$ cat src/hdl/bhhd_pkg.sv
// Shared types, codes and reset constants for the selection box handle block.
package bhhd_pkg;

  localparam int COORD_BITS_DEF = 12;

  localparam int SHAPE_KIND_RST   = 0;
  localparam int MOVE_LIMIT_X_RST = 1994;
  localparam int MOVE_LIMIT_Y_RST = 1995;
  localparam int RESIZE_LIMIT_RST = 1990;

  localparam int HIT_MARGIN = 4;

  typedef enum logic [2:0] {
    OP_CLEAR  = 3'd0,
    OP_START  = 3'd1,
    OP_END    = 3'd2,
    OP_HIT    = 3'd3,
    OP_GRAB   = 3'd4,
    OP_MOVE   = 3'd5,
    OP_RESIZE = 3'd6
  } op_t;

  typedef enum logic [1:0] {
    REG_SHAPE_KIND   = 2'd0,
    REG_MOVE_LIMIT_X = 2'd1,
    REG_MOVE_LIMIT_Y = 2'd2,
    REG_RESIZE_LIMIT = 2'd3
  } reg_addr_t;

  // Handle codes, shared by the hit test result and the resize mode.
  localparam logic [3:0] HND_NONE         = 4'd0;
  localparam logic [3:0] HND_TOP_LEFT     = 4'd1;
  localparam logic [3:0] HND_BOTTOM_RIGHT = 4'd2;
  localparam logic [3:0] HND_TOP_RIGHT    = 4'd3;
  localparam logic [3:0] HND_BOTTOM_LEFT  = 4'd4;
  localparam logic [3:0] HND_LEFT         = 4'd5;
  localparam logic [3:0] HND_RIGHT        = 4'd6;
  localparam logic [3:0] HND_TOP          = 4'd7;
  localparam logic [3:0] HND_BOTTOM       = 4'd8;
  localparam logic [3:0] HND_EDGE         = 4'd9;

  // Shape kinds that make the box edge itself a hit target.
  localparam logic [3:0] SHAPE_EDGE_A = 4'd1;
  localparam logic [3:0] SHAPE_EDGE_B = 4'd3;

endpackage

$ cat src/hdl/box_handle_hit_and_drag_top.sv
// Selection box with handle hit test, grab, move and resize.
// An accepted request waits in the input register and moves to the result register when
// the output is free. Throughput: one request per cycle while the output is not stalled;
// each request is done in the single stage between the input register and the result
// register, where the box state is also updated.
// Reset (rst, synchronous): clears the box, grab data and both pipeline valids, and
// loads the configuration registers with their defaults.
module box_handle_hit_and_drag_top #(
  parameter int COORD_BITS = bhhd_pkg::COORD_BITS_DEF
) (
  input  logic                                       clk,
  input  logic                                       rst,
  input  logic                                       s_tvalid,
  output logic                                       s_tready,
  // pos_x, pos_y, scroll_x, scroll_y, handle_mode (from bit 0 up), zero padded
  input  logic [((4*COORD_BITS+2+7)/8)*8-1:0]        s_tdata,
  // op
  input  logic [2:0]                                 s_tuser,
  output logic                                       m_tvalid,
  input  logic                                       m_tready,
  // handle, begin_x, begin_y, end_x, end_y (from bit 0 up), zero padded
  output logic [((4*COORD_BITS+8+7)/8)*8-1:0]        m_tdata,
  input  logic                                       psel,
  input  logic                                       penable,
  input  logic                                       pwrite,
  input  logic [3:0]                                 paddr,
  input  logic [31:0]                                pwdata,
  output logic [31:0]                                prdata,
  output logic                                       pready
);

  localparam int CORNER_BITS   = COORD_BITS + 1;
  localparam int W             = COORD_BITS + 5;
  localparam int OUT_DATA_BITS = ((4*COORD_BITS+8+7)/8)*8;

  localparam logic signed [W-1:0] CORNER_MAX = W'((1 << COORD_BITS) - 1);
  localparam logic signed [W-1:0] CORNER_MIN = W'(-(1 << COORD_BITS));
  localparam logic signed [W-1:0] ONE        = W'(1);
  localparam logic signed [W-1:0] MARGIN     = W'(bhhd_pkg::HIT_MARGIN);

  // Configuration registers.
  logic [3:0]            shape_kind;
  logic [COORD_BITS-1:0] move_limit_x;
  logic [COORD_BITS-1:0] move_limit_y;
  logic [COORD_BITS-1:0] resize_limit;

  // Input register.
  logic                          in_valid;
  bhhd_pkg::op_t                 in_op;
  logic signed [COORD_BITS-1:0]  in_pos_x;
  logic signed [COORD_BITS-1:0]  in_pos_y;
  logic [COORD_BITS-2:0]         in_scroll_x;
  logic [COORD_BITS-2:0]         in_scroll_y;
  logic [3:0]                    in_mode;

  // Box state.
  logic signed [CORNER_BITS-1:0] corner_begin_x, corner_begin_y;
  logic signed [CORNER_BITS-1:0] corner_end_x, corner_end_y;
  logic signed [COORD_BITS-1:0]  grab_mouse_x, grab_mouse_y;
  logic signed [CORNER_BITS-1:0] saved_begin_x, saved_begin_y;
  logic signed [CORNER_BITS-1:0] saved_end_x, saved_end_y;

  logic signed [CORNER_BITS-1:0] corner_begin_x_next, corner_begin_y_next;
  logic signed [CORNER_BITS-1:0] corner_end_x_next, corner_end_y_next;
  logic [3:0]                    handle_next;

  // Result register; the corners of the result are the box state itself.
  logic       out_valid;
  logic [3:0] out_handle;

  logic advance;

  assign advance  = in_valid && (!out_valid || m_tready);
  assign s_tready = !in_valid || advance;
  assign m_tvalid = out_valid;
  assign m_tdata  = OUT_DATA_BITS'({corner_end_y, corner_end_x, corner_begin_y,
                                    corner_begin_x, out_handle});
  assign pready   = 1'b1;

  function automatic logic signed [CORNER_BITS-1:0] sat_corner(input logic signed [W-1:0] v);
    logic signed [W-1:0] r;
    begin
      r = v;
      if (v > CORNER_MAX) r = CORNER_MAX;
      if (v < CORNER_MIN) r = CORNER_MIN;
      sat_corner = r[CORNER_BITS-1:0];
    end
  endfunction

  function automatic logic signed [W-1:0] half_toward_zero(input logic signed [W-1:0] s);
    logic signed [W-1:0] t;
    begin
      t = s + signed'(W'(s[W-1]));
      half_toward_zero = t >>> 1;
    end
  endfunction

  always_comb begin
    logic signed [W-1:0] mx, my, gx, gy, dx, dy;
    logic signed [W-1:0] cbx, cby, cex, cey;
    logic signed [W-1:0] top, left, bot, right, midx, midy;
    logic signed [W-1:0] bx, by, ex, ey, lx, ly, lim;
    logic signed [W-1:0] bdx, bdy, edx, edy;
    logic at_left, at_right, at_top, at_bot, at_midx, at_midy, outside;
    logic resize_ok;

    mx  = W'(in_pos_x);
    my  = W'(in_pos_y);
    gx  = W'(grab_mouse_x);
    gy  = W'(grab_mouse_y);
    dx  = mx - gx;
    dy  = my - gy;
    cbx = W'(corner_begin_x);
    cby = W'(corner_begin_y);
    cex = W'(corner_end_x);
    cey = W'(corner_end_y);
    lx  = signed'(W'(move_limit_x));
    ly  = signed'(W'(move_limit_y));
    lim = signed'(W'(resize_limit));

    // Hit test geometry.
    top   = (cby < cey) ? cby : cey;
    bot   = (cby > cey) ? cby : cey;
    left  = (cbx < cex) ? cbx : cex;
    right = (cbx > cex) ? cbx : cex;
    midy  = half_toward_zero(bot + top);
    midx  = half_toward_zero(right + left);
    at_left  = (mx >= left - MARGIN) && (mx <= left + ONE);
    at_right = (mx >= right - ONE) && (mx <= right + MARGIN);
    at_top   = (my >= top - MARGIN) && (my <= top + ONE);
    at_bot   = (my >= bot - ONE) && (my <= bot + MARGIN);
    at_midy  = (my >= midy - W'(3)) && (my <= midy + W'(2));
    at_midx  = (mx >= midx - W'(3)) && (mx <= midx + W'(2));
    outside  = (my < top - MARGIN) || (my > bot + MARGIN) ||
               (mx < left - MARGIN) || (mx > right + MARGIN);

    bx = '0; by = '0; ex = '0; ey = '0;
    bdx = '0; bdy = '0; edx = '0; edy = '0;
    resize_ok = 1'b1;

    handle_next         = bhhd_pkg::HND_NONE;
    corner_begin_x_next = corner_begin_x;
    corner_begin_y_next = corner_begin_y;
    corner_end_x_next   = corner_end_x;
    corner_end_y_next   = corner_end_y;

    case (in_op)
      bhhd_pkg::OP_CLEAR: begin
        corner_begin_x_next = '0;
        corner_begin_y_next = '0;
        corner_end_x_next   = '0;
        corner_end_y_next   = '0;
      end
      bhhd_pkg::OP_START: begin
        corner_begin_x_next = CORNER_BITS'(in_pos_x);
        corner_end_x_next   = CORNER_BITS'(in_pos_x);
        corner_begin_y_next = CORNER_BITS'(in_pos_y);
        corner_end_y_next   = CORNER_BITS'(in_pos_y);
      end
      bhhd_pkg::OP_END: begin
        corner_end_x_next = sat_corner(mx + signed'(W'(in_scroll_x)));
        corner_end_y_next = sat_corner(my + signed'(W'(in_scroll_y)));
      end
      bhhd_pkg::OP_HIT: begin
        if (outside) begin
          handle_next = bhhd_pkg::HND_NONE;
        end else if (at_top && at_left) begin
          handle_next = bhhd_pkg::HND_TOP_LEFT;
        end else if (at_right && at_bot) begin
          handle_next = bhhd_pkg::HND_BOTTOM_RIGHT;
        end else if (at_left && at_bot) begin
          handle_next = bhhd_pkg::HND_BOTTOM_LEFT;
        end else if (at_right && at_top) begin
          handle_next = bhhd_pkg::HND_TOP_RIGHT;
        end else if (at_left && at_midy) begin
          handle_next = bhhd_pkg::HND_LEFT;
        end else if (at_right && at_midy) begin
          handle_next = bhhd_pkg::HND_RIGHT;
        end else if (at_midx && at_top) begin
          handle_next = bhhd_pkg::HND_TOP;
        end else if (at_midx && at_bot) begin
          handle_next = bhhd_pkg::HND_BOTTOM;
        end else if ((shape_kind == bhhd_pkg::SHAPE_EDGE_A ||
                      shape_kind == bhhd_pkg::SHAPE_EDGE_B) &&
                     ((((mx >= left - ONE) && (mx <= left + ONE)) ||
                       ((mx >= right - ONE) && (mx <= right + ONE))) &&
                      (my > top) && (my < bot) ||
                      (((my >= top - ONE) && (my <= top + ONE)) ||
                       ((my >= bot - ONE) && (my <= bot + ONE))) &&
                      (mx > left) && (mx < right))) begin
          handle_next = bhhd_pkg::HND_EDGE;
        end
      end
      bhhd_pkg::OP_MOVE: begin
        bx = W'(saved_begin_x) + dx;
        by = W'(saved_begin_y) + dy;
        ex = W'(saved_end_x) + dx;
        ey = W'(saved_end_y) + dy;
        // On each axis the begin corner is pushed above zero first; only otherwise is the end
        // corner pulled back to the limit.
        if (bx < ONE) begin
          ex = ex + ONE - bx;
          bx = ONE;
        end else if (ex > lx) begin
          bx = bx + lx - ex;
          ex = lx;
        end
        if (by < ONE) begin
          ey = ey + ONE - by;
          by = ONE;
        end else if (ey > ly) begin
          by = by + ly - ey;
          ey = ly;
        end
        corner_begin_x_next = sat_corner(bx);
        corner_begin_y_next = sat_corner(by);
        corner_end_x_next   = sat_corner(ex);
        corner_end_y_next   = sat_corner(ey);
      end
      bhhd_pkg::OP_RESIZE: begin
        case (in_mode)
          bhhd_pkg::HND_TOP_LEFT: begin
            bdx = dx;
            bdy = dy;
          end
          bhhd_pkg::HND_BOTTOM_RIGHT: begin
            edx = dx;
            edy = dy;
          end
          bhhd_pkg::HND_TOP_RIGHT: begin
            edx = dx;
            bdy = dy;
          end
          bhhd_pkg::HND_BOTTOM_LEFT: begin
            bdx = dx;
            edy = dy;
          end
          bhhd_pkg::HND_LEFT:   bdx = dx;
          bhhd_pkg::HND_RIGHT:  edx = dx;
          bhhd_pkg::HND_TOP:    bdy = dy;
          bhhd_pkg::HND_BOTTOM: edy = dy;
          default:              resize_ok = 1'b0;
        endcase
        // When the saved box is mirrored on an axis, the deltas swap corners.
        if (saved_begin_x < saved_end_x) begin
          bx = W'(saved_begin_x) + bdx;
          ex = W'(saved_end_x) + edx;
        end else begin
          bx = W'(saved_begin_x) + edx;
          ex = W'(saved_end_x) + bdx;
        end
        if (saved_begin_y < saved_end_y) begin
          by = W'(saved_begin_y) + bdy;
          ey = W'(saved_end_y) + edy;
        end else begin
          by = W'(saved_begin_y) + edy;
          ey = W'(saved_end_y) + bdy;
        end
        if (ex > lim) ex = lim;
        if (ey > lim) ey = lim;
        if (bx < ONE) bx = ONE;
        if (by < ONE) by = ONE;
        if (bx > lim) bx = lim;
        if (by > lim) by = lim;
        if (ex < ONE) ex = ONE;
        if (ey < ONE) ey = ONE;
        if (resize_ok) begin
          corner_begin_x_next = sat_corner(bx);
          corner_begin_y_next = sat_corner(by);
          corner_end_x_next   = sat_corner(ex);
          corner_end_y_next   = sat_corner(ey);
        end
      end
      default: begin
        handle_next = bhhd_pkg::HND_NONE;
      end
    endcase
  end

  always_comb begin
    prdata = '0;
    case (bhhd_pkg::reg_addr_t'(paddr[3:2]))
      bhhd_pkg::REG_SHAPE_KIND:   prdata = 32'(shape_kind);
      bhhd_pkg::REG_MOVE_LIMIT_X: prdata = 32'(move_limit_x);
      bhhd_pkg::REG_MOVE_LIMIT_Y: prdata = 32'(move_limit_y);
      bhhd_pkg::REG_RESIZE_LIMIT: prdata = 32'(resize_limit);
      default:                    prdata = '0;
    endcase
  end

  always_ff @(posedge clk) begin
    if (rst) begin
      shape_kind     <= 4'(bhhd_pkg::SHAPE_KIND_RST);
      move_limit_x   <= COORD_BITS'(bhhd_pkg::MOVE_LIMIT_X_RST);
      move_limit_y   <= COORD_BITS'(bhhd_pkg::MOVE_LIMIT_Y_RST);
      resize_limit   <= COORD_BITS'(bhhd_pkg::RESIZE_LIMIT_RST);
      in_valid       <= 1'b0;
      out_valid      <= 1'b0;
      corner_begin_x <= '0;
      corner_begin_y <= '0;
      corner_end_x   <= '0;
      corner_end_y   <= '0;
      grab_mouse_x   <= '0;
      grab_mouse_y   <= '0;
      saved_begin_x  <= '0;
      saved_begin_y  <= '0;
      saved_end_x    <= '0;
      saved_end_y    <= '0;
    end else begin
      if (psel && penable && pwrite && pready) begin
        case (bhhd_pkg::reg_addr_t'(paddr[3:2]))
          bhhd_pkg::REG_SHAPE_KIND:   shape_kind   <= pwdata[3:0];
          bhhd_pkg::REG_MOVE_LIMIT_X: move_limit_x <= pwdata[COORD_BITS-1:0];
          bhhd_pkg::REG_MOVE_LIMIT_Y: move_limit_y <= pwdata[COORD_BITS-1:0];
          bhhd_pkg::REG_RESIZE_LIMIT: resize_limit <= pwdata[COORD_BITS-1:0];
          default:                    shape_kind   <= shape_kind;
        endcase
      end

      if (s_tready) begin
        in_valid <= s_tvalid;
      end

      if (advance) begin
        out_valid      <= 1'b1;
        corner_begin_x <= corner_begin_x_next;
        corner_begin_y <= corner_begin_y_next;
        corner_end_x   <= corner_end_x_next;
        corner_end_y   <= corner_end_y_next;
        if (in_op == bhhd_pkg::OP_GRAB) begin
          grab_mouse_x  <= in_pos_x;
          grab_mouse_y  <= in_pos_y;
          saved_begin_x <= corner_begin_x;
          saved_begin_y <= corner_begin_y;
          saved_end_x   <= corner_end_x;
          saved_end_y   <= corner_end_y;
        end
      end else if (m_tready) begin
        out_valid <= 1'b0;
      end
    end
  end

  // Payload registers carry no reset.
  always_ff @(posedge clk) begin
    if (s_tvalid && s_tready) begin
      in_op       <= bhhd_pkg::op_t'(s_tuser);
      in_pos_x    <= s_tdata[COORD_BITS-1:0];
      in_pos_y    <= s_tdata[2*COORD_BITS-1:COORD_BITS];
      in_scroll_x <= s_tdata[3*COORD_BITS-2:2*COORD_BITS];
      in_scroll_y <= s_tdata[4*COORD_BITS-3:3*COORD_BITS-1];
      in_mode     <= s_tdata[4*COORD_BITS+1:4*COORD_BITS-2];
    end
    if (advance) begin
      out_handle <= handle_next;
    end
  end

endmodule

$ cat config.mk
export PLATFORM = sky130hd
export DESIGN_NAME = box_handle_hit_and_drag_top
export DESIGN_NICKNAME = d
export VERILOG_FILES = /design/src/hdl/bhhd_pkg.sv /design/src/hdl/box_handle_hit_and_drag_top.sv
export SDC_FILE = /design/constraint.sdc
export NUM_CORES = 2
export LEC_CHECK = 0
export CORE_MARGIN = 2
export CORE_UTILIZATION = 65
export DETAILED_ROUTE_END_ITERATION = 8
export DONT_BUFFER_PORTS = 1
export GPL_ROUTABILITY_DRIVEN = 1
export PLACE_DENSITY = 0.8
export SYNTH_ARGS = -nofsm -noshare
export SYNTH_HDL_FRONTEND = slang
export SYNTH_SLANG_ARGS = --single-unit
export TNS_END_PERCENT = 100
$ cat constraint.sdc
create_clock -name clk -period 12.2 [get_ports clk]
set_clock_uncertainty 0.1 [all_clocks]
set_input_delay 0 -clock clk [delete_from_list [all_inputs] [get_ports clk]]
set_output_delay 0 -clock clk [all_outputs]
set_load 0.01 [all_outputs]
==> flow_metrics.py <==
metrics = {
    "outcome": {
        "status": "finished, final reports clean",
    },
    "placed_design": {
        "place_area_sq_mm": 0.0389,
        "dpl.hpwl_um": 98700,
        "gp_congestion": 1.00,
        "io_buffers": 0,
    },
    "worst_setup_path": {
        "crit_required_ps": 12490,
        "max_stage_delay_ps": 750,
        "worstReg2RegStart": "corner_end_y[6]",
        "worstSetupPathType": "reg -> reg",
        "cp_max_fo": 36,
        "crit_path_start_kind": "flop",
        "startpoint": "corner_end_y[6]",
        "crit_slowest_cell": "nor4_1",
        "crit_top_cell": "ha_1",
        "cp.arrival_ps": 10730,
        "end_kind": "flop",
    },
    "route": {
        "routedWlPerCell_um": 23.0,
        "detail-route-antenna-nets": 0,
        "drc_errors": 0,
        "drt_iter0_drc": 4068,
        "via_per_inst": 6.73,
        "dr.pass1.iters": 7,
        "vias": 39184,
        "routed_wl_um": 134000,
    },
    "grt": {
        "grt_pass1_wl_um": 204000,
        "grt_usage": 0.426,
        "grt_max_degree": 153,
        "grt_pass1_vias": 36685,
        "antenna_found_initial": 2,
        "grt.overflow.total": 0,
    },
    "cts": {
        "cts_resized": 0,
        "cts_buffer_depth": 3,
        "h-tree-depth": 1,
        "clkSlewWorstSetupHoldPaths_ps": 60,
        "cts_root_buf": "clkbuf_16",
        "insertion_delay_ps": 620,
        "cts_made_buffers": 28,
        "cts_tree": "yes",
        "cts_sinks": 227,
    },
    "final_layout": {
        "seq_area_sq_mm": 0.00511,
        "final_common_cell": "ha_1",
        "drive_gt1_frac": 0.0395,
        "fin_area_sq_mm": 0.0413,
        "area_growth_pct": 7.96,
        "fillers": 4764,
        "multi_input_area_sq_mm": 0.0311,
        "final_cell_mix": "ha_1, nand2_1, a21oi_1",
        "final_nets": 5909,
    },
    "synthesis": {
        "synth_cells": 4982,
        "synthXorXnorAreaFrac": 0.0812,
        "syn_avg_cell_area_sq_um": 7.67,
        "synthSimpleGateAreaFrac": 0.200,
        "synthMuxAreaShare": 0.0294,
        "ys.flop_type": "dfxtp_1",
        "synth-edff-count": 57,
        "syn_area_sq_mm": 0.0382,
        "synth_top_family_by_area": "adder cells",
        "ys_seq_elements": 227,
        "yosysUniqueCellTypes": 110,
        "synth_fa_ha_area_frac": 0.261,
        "async_flop_share": 0,
        "yosysSeqAreaShare": 0.134,
        "synth-compound-area-share": 0.240,
        "synth_warnings": 0,
    },
    "power_and_ir_drop": {
        "power.leakage_nw": 18.3,
        "power_mw": 3.80,
        "max-vdd-ir-drop_uv": 148,
        "power.density_mw_per_mm2": 92.1,
    },
    "sta": {
        "fin_crit_sh": 0.856,
        "timing.final.hold_violations": 0,
        "fmax_ghz": 0.0958,
        "setup_tns_ps": 0,
        "rsz0062_at_grt": "false",
        "slew_viol_final": 0,
        "slew_headroom": 0.109,
        "fin_crit_ps": 10440,
        "worst_pin_slew_ps": 1320,
        "finalSetupViolations": 0,
    },
    "floorplan": {
        "core_sq_mm": 0.0579,
        "ioPinCount": 193,
        "rows": 88,
        "dieArea_sq_mm": 0.0608,
        "die_x_um": 246,
        "die_h_um": 246,
        "start_util": 0.660,
    },
    "worst_hold_path": {
        "min_path_type": "in -> reg",
        "holdCritStartpoint": "pwdata[6]",
    },
    "run": {
        "maxCapViolations": 0,
    },
}
==> cell type report <==
class	count	share of cell area
diodes	2	0.000121
clock buffers	37	0.0195
clock inverters	15	0.00358
inverters	343	0.0312
multi-input cells	4239	0.754
flip-flops and latches	227	0.124
well taps	765	0.0232
repair buffers	196	0.0446
==> sequential cells by signal (all words and copies together), names as in the netlist, 13 cells and up <==
signal          flops
corner_end_x       13
saved_end_y        13
saved_end_x        13
corner_begin_y     13
saved_begin_x      13
saved_begin_y      13
corner_end_y       13
corner_begin_x     13
==> cell usage after synthesis (32+ instances only) <==
cell type  instances  area, sq um
inv_1            342         1280
xor2_1           101          885
o31ai_1           33          248
a21oi_1          418         2090
mux2i_1           82          821
clkbuf_1         140          526
a211o_1           33          289
and3_1            32          200
a31oi_1           51          319
nand3_1          103          515
dfxtp_1          170         3400
a22oi_1           33          248
a211oi_1          38          285
fa_1              40          801
nor2_1           389         1460
xnor2_1          246         2150
o21a_1            84          631
ha_1             732         9160
nor4_1            43          269
nor2b_1          109          682
nand2b_1          65          407
nand4_1           79          494
nor3_1           103          515
a21o_1           134         1010
edfxtp_1          57         1710
o211ai_1          54          405
o21bai_1          35          263
nand2_1          509         1910
o21ai_0          257         1290
==> critical path, delay by kind of cell (launching register included) <==
family          cells  cell delay, ps
xor+xnor            1             300
simple gates       11            3010
fa+ha+maj           4            1320
mux                 1             490
buf+inv             3             740
flops               1             700
compound gates     14            3560
==> per-stage QoR <==
step | hold WS [ps] | util | instances | setup slack (ps)
final | 47.6 | 0.712 | 5824 | 1760
after global routing | 70.2 | 0.712 | 5823 | 1220
after CTS | 23.1 | 0.712 | 5822 | 2290
after detailed placement | -17.9 | 0.671 | 5630 | 2350
after global placement | -20.6 | 0.671 | 5630 | 2500
after floorplan | -1.13 | - | 5001 | 3280
==> report_power, final <==
part	switching [mW]	internal (mW)
Clock	0.390	0.491
Sequential	0.0389	0.790
Combinational	1.26	0.827
Total	1.69	2.11
==> logic make-up after synthesis <==
kind of cell / count (synthesis)
AND/OR/NAND/NOR: 1582
AO/OA/AOI/OAI: 1408
adder cells (fa/ha/maj): 772
buffers and inverters: 535
XOR/XNOR: 351
flip-flops: 227
multiplexers: 105
other: 2
==> metal layers <==
layer	wire length, um	vias up	global-route usage
met5	13	-	0
met4	9070	2	0.243
met3	16000	568	0.103
met2	56900	2256	0.670
met1	52300	18155	0.531
li1	-	18203	-
==> final timing paths <==
| path | cells after the start | endpoint | slack [ps] |
|---|---|---|---|
| hold reg to reg | 2 | grab_mouse_y[5] | 360 |
| setup / recovery | 34 | out_handle[1] | 1760 |
| hold / removal | 2 | move_limit_y[6] | 50 |
| setup reg to reg | 34 | out_handle[1] | 1760 |
==> what timing repair did <==
action / 4_1_cts / 5_1_grt
hold buffers: 140 / 0
setup buffers: 0 / 0
endpoints found under the hold margin: 237 / 0
Note: power is estimated with default switching activity, not from simulation.
